--- src/hw/rtl/tccw_pkg.sv ---
// Shared types and constants of the text console character writer.
package tccw_pkg;

	localparam int unsigned POS_W = 11;
	localparam int unsigned CFG_IDX_W = 1;
	localparam int unsigned CFG_DATA_W = 4;

	localparam logic [CFG_IDX_W-1:0] REG_FG = 1'b0;
	localparam logic [CFG_IDX_W-1:0] REG_BG = 1'b1;

	localparam logic [7:0] CODE_NEWLINE = 8'h0A;
	localparam logic [7:0] CODE_TAB = 8'h09;

	typedef enum logic [1:0] {
		ACT_PUT = 2'd0,
		ACT_CLEAR = 2'd1,
		ACT_READ = 2'd2,
		ACT_NONE = 2'd3
	} action_t;

	typedef struct packed {
		action_t action;
		logic [7:0] char_code;
		logic [10:0] cell_index;
	} req_t;

	typedef struct packed {
		logic [POS_W-1:0] cursor_position;
		logic [7:0] read_char;
		logic [3:0] read_fg;
		logic [3:0] read_bg;
		logic scrolled;
	} rsp_t;

	typedef struct packed {
		logic [3:0] bg;
		logic [3:0] fg;
		logic [7:0] ch;
	} cell_t;

	localparam cell_t BLANK_CELL = '{bg: 4'h0, fg: 4'hF, ch: 8'h00};

	typedef enum logic [3:0] {
		ST_INIT,
		ST_IDLE,
		ST_EXEC,
		ST_READ,
		ST_SCROLL_COPY,
		ST_SCROLL_FILL,
		ST_CLEAR,
		ST_HOLD
	} state_t;

	typedef enum logic [2:0] {
		CUR_HOLD,
		CUR_NEWLINE,
		CUR_TAB,
		CUR_ADVANCE,
		CUR_SCROLL
	} cur_op_t;

	typedef enum logic [1:0] {
		WR_NONE,
		WR_CHAR,
		WR_BLANK,
		WR_COPY
	} wr_sel_t;

	typedef enum logic [1:0] {
		RD_NONE,
		RD_CELL,
		RD_COPY
	} rd_sel_t;

	typedef struct packed {
		logic load_item;
		cur_op_t cur_op;
		wr_sel_t wr_sel;
		rd_sel_t rd_sel;
		logic cnt_clr;
		logic cnt_inc;
		logic scr_set;
		logic rsp_load;
		logic rsp_rdata;
	} ctrl_cmd_t;

	typedef struct packed {
		action_t action;
		logic is_newline;
		logic is_tab;
		logic at_end;
		logic index_ok;
		logic cnt_zero;
		logic cnt_keep;
		logic cnt_last;
	} dp_status_t;

endpackage

--- src/hw/rtl/tccw_ctrl.sv ---
// Controller state machine that sequences each item and the cell store sweeps.
module tccw_ctrl (
	input logic clk,
	input logic arst_n,
	input logic req_valid,
	output logic req_ready,
	output logic rsp_valid,
	input logic rsp_ready,
	input tccw_pkg::dp_status_t status,
	output tccw_pkg::ctrl_cmd_t cmd
);
	import tccw_pkg::*;

	state_t state_q, state_d;
	logic rsp_valid_q;
	logic slot_free;
	logic finish;

	always_ff @(posedge clk or negedge arst_n) begin
		if (!arst_n) begin
			state_q <= ST_INIT;
			rsp_valid_q <= 1'b0;
		end else begin
			state_q <= state_d;
			if (cmd.rsp_load) begin
				rsp_valid_q <= 1'b1;
			end else if (rsp_ready) begin
				rsp_valid_q <= 1'b0;
			end
		end
	end

	assign slot_free = !rsp_valid_q || rsp_ready;
	assign rsp_valid = rsp_valid_q;
	assign req_ready = (state_q == ST_IDLE);

	always_comb begin
		state_d = state_q;
		finish = 1'b0;
		cmd.load_item = 1'b0;
		cmd.cur_op = CUR_HOLD;
		cmd.wr_sel = WR_NONE;
		cmd.rd_sel = RD_NONE;
		cmd.cnt_clr = 1'b0;
		cmd.cnt_inc = 1'b0;
		cmd.scr_set = 1'b0;
		cmd.rsp_load = 1'b0;
		cmd.rsp_rdata = 1'b0;
		case (state_q)
			ST_INIT: begin
				cmd.wr_sel = WR_BLANK;
				cmd.cnt_inc = 1'b1;
				if (status.cnt_last) begin
					state_d = ST_IDLE;
				end
			end
			ST_IDLE: begin
				if (req_valid) begin
					cmd.load_item = 1'b1;
					state_d = ST_EXEC;
				end
			end
			ST_EXEC: begin
				case (status.action)
					ACT_PUT: begin
						if (status.is_newline) begin
							cmd.cur_op = CUR_NEWLINE;
							finish = 1'b1;
						end else if (status.is_tab) begin
							cmd.cur_op = CUR_TAB;
							finish = 1'b1;
						end else if (status.at_end) begin
							cmd.scr_set = 1'b1;
							cmd.cnt_clr = 1'b1;
							state_d = ST_SCROLL_COPY;
						end else begin
							cmd.wr_sel = WR_CHAR;
							cmd.cur_op = CUR_ADVANCE;
							finish = 1'b1;
						end
					end
					ACT_CLEAR: begin
						cmd.cnt_clr = 1'b1;
						state_d = ST_CLEAR;
					end
					ACT_READ: begin
						if (status.index_ok) begin
							cmd.rd_sel = RD_CELL;
							state_d = ST_READ;
						end else begin
							finish = 1'b1;
						end
					end
					default: begin
						finish = 1'b1;
					end
				endcase
			end
			ST_READ: begin
				if (slot_free) begin
					cmd.rsp_load = 1'b1;
					cmd.rsp_rdata = 1'b1;
					state_d = ST_IDLE;
				end
			end
			ST_SCROLL_COPY: begin
				cmd.rd_sel = status.cnt_keep ? RD_NONE : RD_COPY;
				cmd.wr_sel = status.cnt_zero ? WR_NONE : WR_COPY;
				if (status.cnt_keep) begin
					state_d = ST_SCROLL_FILL;
				end else begin
					cmd.cnt_inc = 1'b1;
				end
			end
			ST_SCROLL_FILL: begin
				cmd.wr_sel = WR_BLANK;
				if (status.cnt_last) begin
					cmd.cur_op = CUR_SCROLL;
					state_d = ST_EXEC;
				end else begin
					cmd.cnt_inc = 1'b1;
				end
			end
			ST_CLEAR: begin
				cmd.wr_sel = WR_BLANK;
				if (status.cnt_last) begin
					state_d = ST_HOLD;
				end else begin
					cmd.cnt_inc = 1'b1;
				end
			end
			ST_HOLD: begin
				if (slot_free) begin
					cmd.rsp_load = 1'b1;
					state_d = ST_IDLE;
				end
			end
			default: begin
				state_d = ST_IDLE;
			end
		endcase
		if (finish) begin
			if (slot_free) begin
				cmd.rsp_load = 1'b1;
				state_d = ST_IDLE;
			end else begin
				state_d = ST_HOLD;
			end
		end
	end

endmodule

--- config.mk ---
export PLATFORM = sky130hd
export DESIGN_NAME = tccw_ctrl
export DESIGN_NICKNAME = d
export VERILOG_FILES = /design/src/hw/rtl/tccw_pkg.sv /design/src/hw/rtl/tccw_ctrl.sv
export SDC_FILE = /design/constraint.sdc
export NUM_CORES = 1
export LEC_CHECK = 0
export ABC_AREA = 1
export BUFFER_PORTS_ARGS = -buffer_cell sky130_fd_sc_hd__buf_4
export CAP_MARGIN = 20
export CORE_ASPECT_RATIO = 0.8
export CORE_MARGIN = 1
export CORE_UTILIZATION = 25
export CTS_CLUSTER_DIAMETER = 200
export DETAILED_ROUTE_END_ITERATION = 8
export PLACE_DENSITY = 0.6
export SYNTH_ARGS = -nofsm -noshare
export SYNTH_HDL_FRONTEND = slang
export SYNTH_SLANG_ARGS = --single-unit
--- constraint.sdc ---
create_clock -name clk -period 2.2 [get_ports clk]
set_clock_uncertainty 0.2 [all_clocks]
set_input_delay 0 -clock clk [delete_from_list [all_inputs] [get_ports clk]]
set_output_delay 0 -clock clk [all_outputs]
set_load 0.01 [all_outputs]
==> impl_metrics.sql <==
INSERT INTO impl_metrics (metric_group, metric, value, unit) VALUES
('sta', 'grt_setup_unrepaired', 'no', ''),
('drt', 'drcViolationCount', '0', ''),
('clock_tree', 'cts-buffers-inserted', '3', ''),
('run_status', 'status', 'finished clean', ''),
('synthesis', 'synthesis.area_per_instance', '5.97', 'µm²'),
('placed_design', 'postPlaceCellArea', '818', 'µm²'),
('synthesis', 'synth.ff_latch_count', '4', ''),
('sta', 'finalCritPeriodShare', '0.822', ''),
('synthesis', 'post_synth_main_area_contributors', 'sky130_fd_sc_hd__dfrtp_1 (17%), sky130_fd_sc_hd__nand2_1 (14%), sky130_fd_sc_hd__nand3_1 (11%)', ''),
('placed_design', 'place.detailed.hpwl', '1.19', 'mm'),
('drt', 'wirelength', '1.42', 'mm'),
('drt', 'ant_nets', '0', ''),
('clock_tree', 'clk_path_buf_depth', '2', ''),
('grt', 'grtUsageTotal', '0.122', ''),
('synthesis', 'yosysSeqAreaShare', '0.168', ''),
('die', 'design.die.area', '2590', 'µm²'),
('critical_path', 'setup.worst_path.end_class', 'primary output', ''),
('clock_tree', 'clk_root_buffer_cell', 'sky130_fd_sc_hd__clkbuf_4', ''),
('synthesis', 'synth_largest_type_area_fraction', '0.168', ''),
('critical_path', 'worst-path-max-fanout', '8', ''),
('synthesis', 'mappedNetlistNets', '118', ''),
('placed_design', 'setup_ws_pre_cts', '0.622', 'ns'),
('sta', 'timing.max_slew.rel_slack', '0.798', ''),
('power', 'power.share.combinational', '0.692', ''),
('run', 'max_cap_viol_count', '0', ''),
('clock_tree', 'cts-resized-gates', '0', ''),
('sta', 'min_clock_period_post_route', '1.81', 'ns'),
('power', 'power_frac_seq', '0.203', ''),
('power', 'power_frac_clock', '0.106', ''),
('die', 'height_of_the_chip', '45.7', 'µm'),
('clock_tree', 'cts_sinks', '4', ''),
('die', 'floorplan.initialDensity', '0.272', ''),
('cells_and_area', 'final_nets', '151', ''),
('critical_path', 'worst_path_class_setup', 'reg2out', ''),
('synthesis', 'synth_top_cell_by_area', 'sky130_fd_sc_hd__dfrtp_1', ''),
('clock_tree', 'clock_tree.htree_level_count', '1', ''),
('clock_tree', 'latest_clock_arrival_within_the_worst_skew_pair', '0.23', 'ns'),
('synthesis', 'syn-instance-count', '100', ''),
('die', 'placement_rows', '15', ''),
('sta', 'worst_pin_slew', '0.303', 'ns'),
('sta', 'finalWorstSetupSlack', '0.391', 'ns'),
('placed_design', 'gp_routability_congestion', '0.815', ''),
('drt', 'post_drt_via_cell_ratio', '4.37', ''),
('drt', 'detailed_routing_iterations_pass_1', '4', ''),
('drt', 'drt_iter0_markers', '20', ''),
('die', 'die_width', '56.6', 'µm'),
('critical_path', 'cp.required', '2.00', 'ns'),
('clock_tree', 'cts.reportedPaths.clkPinSlew', '0.04', 'ns'),
('synthesis', 'synthMostInstantiatedCell', 'sky130_fd_sc_hd__nand2_1', ''),
('power', 'cellPowerDensity', '987', 'nW/µm²'),
('sta', 'fmaxAchievable', '0.553', 'GHz'),
('power', 'cellLeakagePower', '0.510', 'nW'),
('grt', 'grt_pass1_vias', '606', ''),
('synthesis', 'asyncSetResetFlopFracSynth', '1.00', ''),
('critical_path', 'critical_path.startpoint_type', 'register', ''),
('synthesis', 'synth_enable_flop_cells', '0', ''),
('cells_and_area', 'final_cell_area', '871', 'µm²'),
('clock_tree', 'cts_tree', 'done', ''),
('critical_path', 'cp_data_arrival_time', '1.61', 'ns'),
('grt', 'grt_first_pass_wirelength', '2.55', 'mm'),
('synthesis', 'synth.lib_cells_used.distinct', '23', ''),
('cells_and_area', 'antenna-diode-count', '0', ''),
('synthesis', 'postSynth.topFlopCell', 'sky130_fd_sc_hd__dfrtp_1', ''),
('cells_and_area', 'share_of_post_route_cells_with_drive_strength_above_1', '0.321', ''),
('power', 'internal_power', '0.436', 'mW'),
('die', 'pin_count', '28', ''),
('synthesis', 'synth_area', '597', 'µm²'),
('sta', 'report.final.hold_viol_count', '0', ''),
('die', 'design.core.area', '2200', 'µm²'),
('cells_and_area', 'multi_input_area', '409', 'µm²'),
('cells_and_area', 'sequential_cell_area', '100', 'µm²');
[cells in the final DEF, fill, tap and decap left out]
master and count:
sky130_fd_sc_hd__nand4_1 1, sky130_fd_sc_hd__a21oi_1 2, sky130_fd_sc_hd__dfrtp_1 4, sky130_fd_sc_hd__nand2_2 2
sky130_fd_sc_hd__o21ai_2 1, sky130_fd_sc_hd__nand3_2 1, sky130_fd_sc_hd__nand2_1 23, sky130_fd_sc_hd__nor2_1 14
sky130_fd_sc_hd__nand3b_1 2, sky130_fd_sc_hd__nor2_4 1, sky130_fd_sc_hd__o21bai_1 1, sky130_fd_sc_hd__o22ai_1 1
sky130_fd_sc_hd__nor2_2 1, sky130_fd_sc_hd__clkbuf_4 3, sky130_fd_sc_hd__dlygate4sd3_1 3, sky130_fd_sc_hd__buf_4 27
sky130_fd_sc_hd__o21ai_0 2, sky130_fd_sc_hd__nand3_4 1, sky130_fd_sc_hd__inv_2 4, sky130_fd_sc_hd__nand3_1 13
sky130_fd_sc_hd__nand2_4 1, sky130_fd_sc_hd__nor3_1 2, sky130_fd_sc_hd__ha_1 5, sky130_fd_sc_hd__inv_1 16
[state kept, by name, indices dropped and copies added, names as in the netlist]
register	cells
rsp_valid	1
state_q	3
[cells by family (layout without fill, tap and decap cells)]
logic type,Yosys count,count (layout),share of synthesized area
adders and majority gates,5,5,0.105
buffers and inverters,22,53,0.147
AOI/OAI and AO/OA,7,7,0.0713
DFF,4,4,0.168
and+or+nand+nor,62,62,0.509
[through the flow]
step	power [mW]	util	instances
floorplan	0.578	-	100
global placement	0.766	0.373	150
detailed placement	0.770	0.373	150
CTS	0.869	0.397	156
global route	0.970	0.397	156
finish	0.859	0.397	156
[per-layer routing]
metal  wire (µm)  track usage
met4           0       0.0293
met3         100       0.0284
met1         706        0.178
met5           0            0
met2         613        0.181
[area by class of cell]
type / count / share of cell area
repair buffers: 30 / 0.267
inverters: 20 / 0.0862
well taps: 25 / 0.0359
flip-flops and latches: 4 / 0.115
clock buffers: 3 / 0.0259
multi-input cells: 74 / 0.470
[power groups by stage]
stage | combinational [mW] | clock (mW) | sequential (mW)
2_1_floorplan | 0.436 | 0 | 0.142
5_1_grt | 0.685 | 0.102 | 0.183
4_1_cts | 0.602 | 0.0928 | 0.174
3_3_place_gp | 0.593 | 0 | 0.173
3_5_place_dp | 0.595 | 0 | 0.175
6_report | 0.594 | 0.0907 | 0.174
[worst max-delay path, cell delays in order, from the launching register on]
cell,delay (ns)
sky130_fd_sc_hd__dfrtp_1,0.47
sky130_fd_sc_hd__inv_2,0.14
sky130_fd_sc_hd__nand3_4,0.11
sky130_fd_sc_hd__nor2_4,0.15
sky130_fd_sc_hd__nand2_4,0.08
sky130_fd_sc_hd__nand2_2,0.08
sky130_fd_sc_hd__inv_2,0.06
sky130_fd_sc_hd__a21oi_1,0.13
sky130_fd_sc_hd__buf_4,0.14
[final timing paths]
check	startpoint	endpoint	slack, ns	cells past startpoint
max	state_q[2]	cmd[1]	0.39	8
min	status[0]	state_q[0]	0.05	6
max reg2reg	state_q[2]	state_q[2]	0.60	9
min reg2reg	state_q[0]	state_q[0]	0.46	2
max in group asynchronous	arst_n	state_q[2]	1.15	3
min in group asynchronous	arst_n	state_q[1]	0.48	3
[what timing repair did]
item                                    4_1_cts  5_1_grt
endpoints found under the hold margin         5        0
endpoints found under the setup margin        0        0
hold buffers                                  3        0
No activity file was read; power rests on OpenSTA's default activity.
